### src/rtl/lvps_pkg.sv
// Shared types and constants for the latching valve pulse sequencer.
`default_nettype none

package lvps_pkg;

	// Number of driven valves (1..8); drive and mask fields stay 8 bits wide
	localparam int NUM_VALVES = 8;
	localparam int VIDX_W     = (NUM_VALVES > 1) ? $clog2(NUM_VALVES) : 1;
	localparam int LINE_W     = 8;
	localparam int PERIOD_W   = 16;

	localparam logic [PERIOD_W-1:0] PERIOD_RESET = 16'd1000;
	localparam logic [PERIOD_W-1:0] ELAPSED_MAX  = 16'hFFFF;
	localparam logic [VIDX_W-1:0]   LAST_VALVE   = VIDX_W'(NUM_VALVES - 1);

	// Per-valve state code
	typedef enum logic [1:0] {
		VS_UNKNOWN = 2'd0,
		VS_OPEN    = 2'd1,
		VS_CLOSED  = 2'd2
	} valve_state_t;

	// Input transaction kind
	typedef enum logic {
		KIND_TICK = 1'b0,
		KIND_SET  = 1'b1
	} item_kind_t;

	typedef struct packed {
		item_kind_t  kind;
		logic [7:0]  valve_index;
		logic        open_request;
	} item_t;

	typedef struct packed {
		logic [LINE_W-1:0] open_mask;
		logic              pulse_active;
		logic [LINE_W-1:0] drive_b;
		logic [LINE_W-1:0] drive_a;
	} result_t;

endpackage

`default_nettype wire

### src/rtl/lvps_in_stage.sv
// Input register stage with stream handshake for the valve pulse sequencer.
`default_nettype none

module lvps_in_stage (
	input  wire logic          clk,
	input  wire logic          arst_n,
	input  wire logic          in_valid,
	output logic               in_ready,
	input  wire lvps_pkg::item_t in_item,
	input  wire logic          down_ready,
	output logic               advance,
	output lvps_pkg::item_t    item_s1
);

	logic valid_s1;

	// Move the held transaction on when the result register can take it
	assign advance  = valid_s1 && down_ready;
	assign in_ready = !valid_s1 || down_ready;

	// Hold the valid flag
	always_ff @(posedge clk or negedge arst_n) begin
		if (!arst_n) begin
			valid_s1 <= 1'b0;
		end else if (in_ready) begin
			valid_s1 <= in_valid;
		end
	end

	// Capture the payload
	always_ff @(posedge clk) begin
		if (in_ready && in_valid) begin
			item_s1 <= in_item;
		end
	end

endmodule

`default_nettype wire

### src/rtl/lvps_core.sv
// Valve state, millisecond counter and drive update logic.
`default_nettype none

module lvps_core (
	input  wire logic                          clk,
	input  wire logic                          arst_n,
	input  wire logic                          cfg_wen,
	input  wire logic [lvps_pkg::PERIOD_W-1:0] cfg_wdata,
	input  wire logic                          advance,
	input  wire lvps_pkg::item_t               item_s1,
	output lvps_pkg::result_t                  result
);

	logic [lvps_pkg::PERIOD_W-1:0] period_q;
	logic [lvps_pkg::PERIOD_W-1:0] elapsed_q, elapsed_d, elapsed_inc;
	lvps_pkg::valve_state_t        req_q [lvps_pkg::NUM_VALVES];
	lvps_pkg::valve_state_t        req_d [lvps_pkg::NUM_VALVES];
	lvps_pkg::valve_state_t        act_q [lvps_pkg::NUM_VALVES];
	lvps_pkg::valve_state_t        act_d [lvps_pkg::NUM_VALVES];
	logic [lvps_pkg::LINE_W-1:0]   a_q, a_d, b_q, b_d, mask_d;
	logic                          pulsing_q, pulsing_d;
	logic [lvps_pkg::VIDX_W-1:0]   idx_sat, sel;
	logic                          found, fire;

	// Saturate the valve index to the last valve
	always_comb begin
		if (item_s1.valve_index > 8'(lvps_pkg::NUM_VALVES - 1)) begin
			idx_sat = lvps_pkg::LAST_VALVE;
		end else begin
			idx_sat = item_s1.valve_index[lvps_pkg::VIDX_W-1:0];
		end
	end

	// Advance the millisecond count, saturating at the top
	assign elapsed_inc = (elapsed_q == lvps_pkg::ELAPSED_MAX) ? elapsed_q
	                                                          : elapsed_q + 16'd1;
	assign fire = (item_s1.kind == lvps_pkg::KIND_TICK) && (elapsed_inc >= period_q);

	// Find the lowest valve whose known request differs from its actual state
	always_comb begin
		found = 1'b0;
		sel   = '0;
		for (int i = 0; i < lvps_pkg::NUM_VALVES; i++) begin
			if (!found && req_q[i] != lvps_pkg::VS_UNKNOWN && req_q[i] != act_q[i]) begin
				found = 1'b1;
				sel   = lvps_pkg::VIDX_W'(i);
			end
		end
	end

	// Next state for one transaction
	always_comb begin
		req_d     = req_q;
		act_d     = act_q;
		elapsed_d = elapsed_q;
		a_d       = a_q;
		b_d       = b_q;
		pulsing_d = pulsing_q;
		if (item_s1.kind == lvps_pkg::KIND_SET) begin
			req_d[idx_sat] = item_s1.open_request ? lvps_pkg::VS_OPEN : lvps_pkg::VS_CLOSED;
		end else if (fire) begin
			elapsed_d = '0;
			a_d       = '0;
			b_d       = '0;
			pulsing_d = found;
			if (found) begin
				act_d[sel] = req_q[sel];
				if (req_q[sel] == lvps_pkg::VS_OPEN) begin
					a_d[sel] = 1'b1;
				end else begin
					b_d[sel] = 1'b1;
				end
			end
		end else begin
			elapsed_d = elapsed_inc;
		end
	end

	// Build the open mask from the updated actual states
	always_comb begin
		mask_d = '0;
		for (int i = 0; i < lvps_pkg::NUM_VALVES; i++) begin
			mask_d[i] = (act_d[i] == lvps_pkg::VS_OPEN);
		end
	end

	assign result.drive_a      = a_d;
	assign result.drive_b      = b_d;
	assign result.pulse_active = pulsing_d;
	assign result.open_mask    = mask_d;

	// Hold the change period
	always_ff @(posedge clk or negedge arst_n) begin
		if (!arst_n) begin
			period_q <= lvps_pkg::PERIOD_RESET;
		end else if (cfg_wen) begin
			period_q <= cfg_wdata;
		end
	end

	// Commit state when a transaction moves to the result register
	always_ff @(posedge clk or negedge arst_n) begin
		if (!arst_n) begin
			elapsed_q <= '0;
			a_q       <= '0;
			b_q       <= '0;
			pulsing_q <= 1'b0;
			for (int i = 0; i < lvps_pkg::NUM_VALVES; i++) begin
				req_q[i] <= lvps_pkg::VS_UNKNOWN;
				act_q[i] <= lvps_pkg::VS_UNKNOWN;
			end
		end else if (advance) begin
			elapsed_q <= elapsed_d;
			a_q       <= a_d;
			b_q       <= b_d;
			pulsing_q <= pulsing_d;
			req_q     <= req_d;
			act_q     <= act_d;
		end
	end

	// At most one drive line is high across both sides
	assert property (@(posedge clk) disable iff (!arst_n) $onehot0({a_q, b_q}))
		else $error("more than one drive line active");

	// The pulse flag matches the drive lines
	assert property (@(posedge clk) disable iff (!arst_n) pulsing_q == |(a_q | b_q))
		else $error("pulse flag disagrees with drive lines");

	// An update restarts the count
	assert property (@(posedge clk) disable iff (!arst_n) advance && fire |=> elapsed_q == '0)
		else $error("count not restarted on update");

	// A set command leaves count and lines alone
	assert property (@(posedge clk) disable iff (!arst_n)
		advance && item_s1.kind == lvps_pkg::KIND_SET |=> $stable(elapsed_q) && $stable(a_q)
			&& $stable(b_q))
		else $error("set command disturbed count or lines");

endmodule

`default_nettype wire

### src/rtl/latching_valve_pulse_sequencer_unit.sv
// Top level of the latching valve pulse sequencer: ports and result register.
`default_nettype none

// Drives up to eight latching valves through per-valve A (open) and B (close)
// lines. Every input transaction, tick or set command, yields exactly one result
// transaction carrying the drive lines, the pulse flag and the open-valve mask.
// One transaction is accepted per clock while no result waits on m_axis_tready.
// It is held in the input register, and its result is loaded into the result
// register when that register can take it; the state update between the two
// registers is combinational. A result waiting on m_axis_tready stalls the
// input register: one more transaction is accepted while that register is
// empty, then s_axis_tready drops until the result is taken. Write
// change_period only while idle.
module latching_valve_pulse_sequencer_unit (
	input  wire logic        clk,
	input  wire logic        arst_n,
	input  wire logic        cfg_wen,
	input  wire logic [15:0] cfg_wdata,
	input  wire logic        s_axis_tvalid,
	output logic             s_axis_tready,
	input  wire logic [15:0] s_axis_tdata,  // [7:0] valve_index, [8] open_request
	input  wire logic        s_axis_tuser,  // [0] kind
	output logic             m_axis_tvalid,
	input  wire logic        m_axis_tready,
	output logic [31:0]      m_axis_tdata   // [7:0] drive_a, [15:8] drive_b,
	                                        // [16] pulse_active, [24:17] open_mask
);

	lvps_pkg::item_t   in_item, item_s1;
	lvps_pkg::result_t result, result_s2;
	logic              down_ready, advance;

	// Unpack the input transaction
	assign in_item.kind         = lvps_pkg::item_kind_t'(s_axis_tuser);
	assign in_item.valve_index  = s_axis_tdata[7:0];
	assign in_item.open_request = s_axis_tdata[8];

	assign down_ready = !m_axis_tvalid || m_axis_tready;

	lvps_in_stage u_in_stage (
		.clk        (clk),
		.arst_n     (arst_n),
		.in_valid   (s_axis_tvalid),
		.in_ready   (s_axis_tready),
		.in_item    (in_item),
		.down_ready (down_ready),
		.advance    (advance),
		.item_s1    (item_s1)
	);

	lvps_core u_core (
		.clk       (clk),
		.arst_n    (arst_n),
		.cfg_wen   (cfg_wen),
		.cfg_wdata (cfg_wdata),
		.advance   (advance),
		.item_s1   (item_s1),
		.result    (result)
	);

	// Hold the result valid until taken
	always_ff @(posedge clk or negedge arst_n) begin
		if (!arst_n) begin
			m_axis_tvalid <= 1'b0;
		end else if (down_ready) begin
			m_axis_tvalid <= advance;
		end
	end

	// Capture the result payload
	always_ff @(posedge clk) begin
		if (advance) begin
			result_s2 <= result;
		end
	end

	// Pack the result transaction
	assign m_axis_tdata = {7'd0, result_s2.open_mask, result_s2.pulse_active,
	                       result_s2.drive_b, result_s2.drive_a};

endmodule

`default_nettype wire
### config.mk
export PLATFORM = sky130hd
export DESIGN_NAME = latching_valve_pulse_sequencer_unit
export DESIGN_NICKNAME = d
export VERILOG_FILES = /design/src/rtl/lvps_pkg.sv /design/src/rtl/lvps_in_stage.sv /design/src/rtl/lvps_core.sv /design/src/rtl/latching_valve_pulse_sequencer_unit.sv
export SDC_FILE = /design/constraint.sdc
export NUM_CORES = 1
export LEC_CHECK = 0
export ABC_AREA = 1
export BUFFER_PORTS_ARGS = -buffer_cell sky130_fd_sc_hd__buf_2
export CAP_MARGIN = 40
export CORE_UTILIZATION = 30
export DETAILED_ROUTE_END_ITERATION = 12
export RECOVER_POWER = 25
export SYNTH_ARGS = -nofsm -noshare
export SYNTH_HDL_FRONTEND = slang
export SYNTH_HIERARCHICAL = 1
export SYNTH_SLANG_ARGS = --single-unit
### constraint.sdc
create_clock -name clk -period 6.7 [get_ports clk]
set_input_delay 1.005 -clock clk [delete_from_list [all_inputs] [get_ports clk]]
set_output_delay 1.005 -clock clk [all_outputs]
set_load 0.1 [all_outputs]
* Word-level counts from Yosys, hierarchy flattened
Index checks and enable logic that the tools add are counted.
** Storage, ports and cells
- Bits in registers :: 118
- Bits of input ports :: 38
- Output and inout bits :: 34
- Word-level logic and storage cells :: 145
** Cells by class
- Add/sub/neg operators :: 1
- Magnitude comparators :: 8
- Equal/unequal tests :: 18
- Mux-type cells :: 43
- Bitwise logic cells :: 3
- Reductions and logical operators :: 42
** Operators with widths (number)
- $mux 16 :: 5
- $mux 8 :: 8
- $bwmux 16 :: 2
- $logic_and 1x1->1 :: 21
- $eq 2x1->1 const B :: 9
- $mux 3 :: 6
- $add 16x1->16 const B :: 1
- $eq 16x16->1 const B :: 1
- $ge 16x16->1 :: 1
- $ne 2x2->1 :: 8
- $reduce_bool 2->1 :: 8
- $demux 2 s3 :: 2
- $mux 1 :: 12
- $mux 2 :: 6
- $logic_not 1->1 :: 9
- $ge 4x4->1 const B :: 2
- $gt 8x3->1 const B :: 1
- $lt 4x1->1 const B :: 2
- $not 3->4 :: 2
- $bmux 2 s3 :: 1
- $lt 3x4->1 const B :: 1
- $reduce_and 2->1 :: 2
- $demux 1 s3 :: 1
- $ge 3x1->1 const B :: 1
- other kinds (2) :: 3

* Logic depth before layout (Yosys ltp)
- Depth in word-level cells :: 41
- Gate-level depth with buffers :: 29
- Gate-level depth less buffers :: 29

* Modules after synthesis
Netlist, hierarchy kept.
** By module, submodules not included
- lvps_core :: instances 1, cells each 688, area each 4998.5 um2, seq. area each 2034.5 um2
- latching_valve_pulse_sequencer_unit :: instances 1, cells each 38, area each 852.1 um2, seq. area each 775.7 um2
- lvps_in_stage :: instances 1, cells each 18, area each 352.8 um2, seq. area each 325.3 um2

* Worst setup path after synthesis
No wires, ideal clock.
- Path type :: register -> register
- From :: reg u_core/elapsed_q[0] (netlist name)
- To :: reg result_s2, in the netlist m_axis_tdata[24] (data pin)
- Setup time :: 258 ps
- Arrival time :: 3297 ps
- Data required time :: 6442 ps
- Setup slack :: 3145 ps
- Stages on the path, launching flop included :: 25
- Buffers on the path :: 1
- Period minus slack after synthesis :: 3555 ps
- Path through :: dfrtp_1 > ha_1 > inv_1 > nor3_2 > nand2_1 > nor2_1 > nand2_1 > nor3_1 > inv_1 > nor4_1 > inv_1 > nand3b_1 > xor2_1 > inv_1 > ha_1 > a21oi_1 > o21ai_0 > a21oi_1 > nand3_1 > nand2_1 > clkbuf_1 > nor2_1 > or2_2 > nand2_1 > nor2_1
** RTL lines
- from (decl) :: RTL line lvps_core.sv:15 : logic [lvps_pkg::PERIOD_W-1:0] elapsed_q, elapsed_d, elapsed_inc;
- from (signal assigned) :: RTL line lvps_core.sv:113 : elapsed_q <= elapsed_d;
- to (signal assigned) :: RTL line latching_valve_pulse_sequencer_unit.sv:73 : result_s2 <= result;
- to (decl) :: RTL line latching_valve_pulse_sequencer_unit.sv:30 : lvps_pkg::result_t result, result_s2;

==> flow_summary.toml <==
[setup_path]
endpoint_kind = "asynchronous set/reset pin"
worstSetupPathType = "input pin to asynchronous set/reset pin"
crit_slowest_cell = "clkbuf_1"
crit_fanout = 62
crit_chain = "clkbuf_1, clkbuf_1, clkbuf_1"
arrival_ns = 4.52
critPathLaunchType = "input pin"
required_ns = 6.46
crit_top_cell = "clkbuf_1"
slowest_delay_ns = 2.40

[floorplan]
die_width_um = 146
rows = 52
die_h_um = 146
core_um2 = 20200
die-area_um2 = 21300
ios = 72
start_util = 0.307

[power_and_ir_drop]
p_leak_nw = 3.44
p_int_mw = 1.79
swShare = 0.409
pwr-share-seq = 0.335
pwr-share-clk = 0.307
p_switching_mw = 1.24
p_comb_frac = 0.358
vdd_drop_max_uv = 200
p_per_area_nw_per_um2 = 411

[synth]
synth_sequential_area_ratio = 0.505
synth_top_area_cell = "dfrtp_1"
ys.flop_type = "dfrtp_1"
synth_area_um2 = 6200
yosysMostFrequentCell = "nand2_1"
synthTopCellsByArea = "dfrtp_1, edfxtp_1, nand2_1, inv_1, o21ai_0"
synth_commonest_cells = "nand2_1, inv_1, dfrtp_1"
synth_edf_count = 35
synth_top_cell_area_share = 0.311
yosys_warnings = 6
synthCells = 744
ys_seq_elements = 118
avgSynthCellArea_um2 = 8.34
async_flop_share = 0.703
ys_types = 43

[global_route]
antenna_found_initial = 0
grtUsageTotal = 0.135
grt_pass1_wl_um = 22600
grt_overflow = 0
grt_max_degree = 82
grt_pass1_vias = 4634

[clocking]
clock_latency_ns = 0.42
h-tree-depth = 4
clk_pin_slew_worst_paths_ns = 0.06
clock_path_buffers = 2
cts_setup_buffers = 0
cts_tree = "done"
root_buffer = "clkbuf_16"
holdBufCountCts = 0
post_cts_resized = 0
numCtsBuffers = 17
cts_sinks = 118

[status]
status = "finished with violations"
violations = "max-capacitance violations, max-slew violations"

[timing]
worst_pin_slew_ns = 3.39
max_slew_margin = -1.26
min_period_over_period = 0.710
finalSetupTns_ns = 0
worst_slack_ns = 1.94
setup_viol_count_final = 0
max_clock_freq_mhz = 210
final_max_slew_viol_count = 63
hold_viol = 0
clock-skew-final_ns = 0.00681
fin_crit_ns = 4.76
rsz0062_at_grt = "no"

[cells_and_area]
layout-drive-gt1-share = 0.163
finish.utilization = 0.364
fin_area_um2 = 7360
nets = 863
n_antenna_cell = 0
final_cells = 1091
area_growth_pct = 18.7

[route]
drt_iter0_markers = 304
drtAntennaViolNets = 0
drt-vias-per-instance = 4.47
wire_per_inst_um = 12.3
drt_pass1_iterations = 8
vias = 4876
drcViolationCount = 0
finalWirelength_um = 13400

[place]
hpwl_um = 9550
io_buffers = 57
placed_cells = 1059
gp_congestion = 0.844
dp_slack_ns = 2.22
placed_cell_area_um2 = 6790

[min_path]
hold_path_class = "flop to flop"

[run]
max_cap_viol_count = 1
-- path summary, 6_finish.rpt --
kind	start	to	slack [ns]	cells past startpoint
max	arst_n	u_core/b_q[2]	1.94	3
min	u_core/b_q[7]	u_core/b_q[7]	0.48	2
max reg2reg	u_core/elapsed_q[0]	u_core/act_q[7]	2.22	26
min reg2reg	u_core/b_q[7]	u_core/b_q[7]	0.48	2
max in group clk	u_core/elapsed_q[0]	u_core/act_q[7]	2.22	26
min in group asynchronous	arst_n	u_core/period_q[0]	0.74	1
-- logic make-up after synthesis --
group                    count (synthesis)  synth area share
adder cells (fa/ha/maj)                 17            0.0343
flip-flops                             118             0.505
AND/OR/NAND/NOR                        318             0.231
buffers and inverters                  145            0.0946
other                                    1          0.000605
XOR/XNOR                                 9            0.0127
AO/OA/AOI/OAI                          135             0.120
multiplexers                             1           0.00182
-- layout make-up --
cell class | instances | area (um^2)
clock buffers | 19 | 433
clock inverters | 13 | 175
fillers | 2027 | 12900
inverters | 120 | 450
multi-input cells | 487 | 2500
flip-flops and latches | 118 | 3140
well taps | 270 | 338
repair buffers | 64 | 328
-- cells in the final DEF, fill, tap and decap left out, types with 7 or more instances in the layout --
master     netlist  layout
clkbuf_16        0      17
dfrtp_1         77      77
nor2_4           7       7
nor3_1          14      14
nand3_1         20      20
nor2_1          64      64
o21ai_0         64      64
a21oi_1         31      31
ha_1            17      17
inv_1          115     114
o21bai_1         8       8
xor2_1           8       8
o22ai_1         11      11
a31oi_1          8       8
conb_1           1       7
edfxtp_1        35      35
nand2_1        180     181
buf_2            1      55
-- worst max-delay path: cells and delay by family --
family,cells,cell delay [ns]
buffers and inverters,3,3.44
-- power groups by stage --
stage / clock network, mW / registers (mW) / logic (mW)
finish: 0.927 / 1.01 / 1.08
global route: 0.985 / 1.04 / 1.20
CTS: 0.953 / 1.01 / 1.09
detailed placement: 0 / 1.02 / 1.09
global placement: 0 / 1.02 / 1.07
floorplan: 0 / 1.28 / 0.619
-- sequential cells by signal (all words and copies together), names as in the netlist --
name and cells:
u_core/a_q 8, u_core/period_q 16, m_axis_tvalid 1, u_in_stage/item_s1 10, u_in_stage/valid_s1 1, u_core/elapsed_q 16, m_axis_tdata 25, u_core/req_q 16
u_core/act_q 16, u_core/b_q 8, u_core/pulsing_q 1
-- layer usage --
| metal | vias to the layer above | global-route usage | wire length, um |
|---|---|---|---|
| li1 | 2513 | - | - |
| met1 | 2262 | 0.182 | 6720 |
| met2 | 90 | 0.210 | 6070 |
| met3 | 11 | 0.0323 | 426 |
| met4 | 0 | 0.0484 | 161 |
| met5 | - | 0 | 0 |
-- per-stage QoR --
step / total power, mW / hold WS (ns)
finish: 3.02 / 0.480
floorplan: 1.90 / 0.449
global placement: 2.09 / 0.463
CTS: 3.06 / 0.438
detailed placement: 2.11 / 0.466
global route: 3.22 / 0.494
Note: power is estimated with default switching activity, not from simulation.
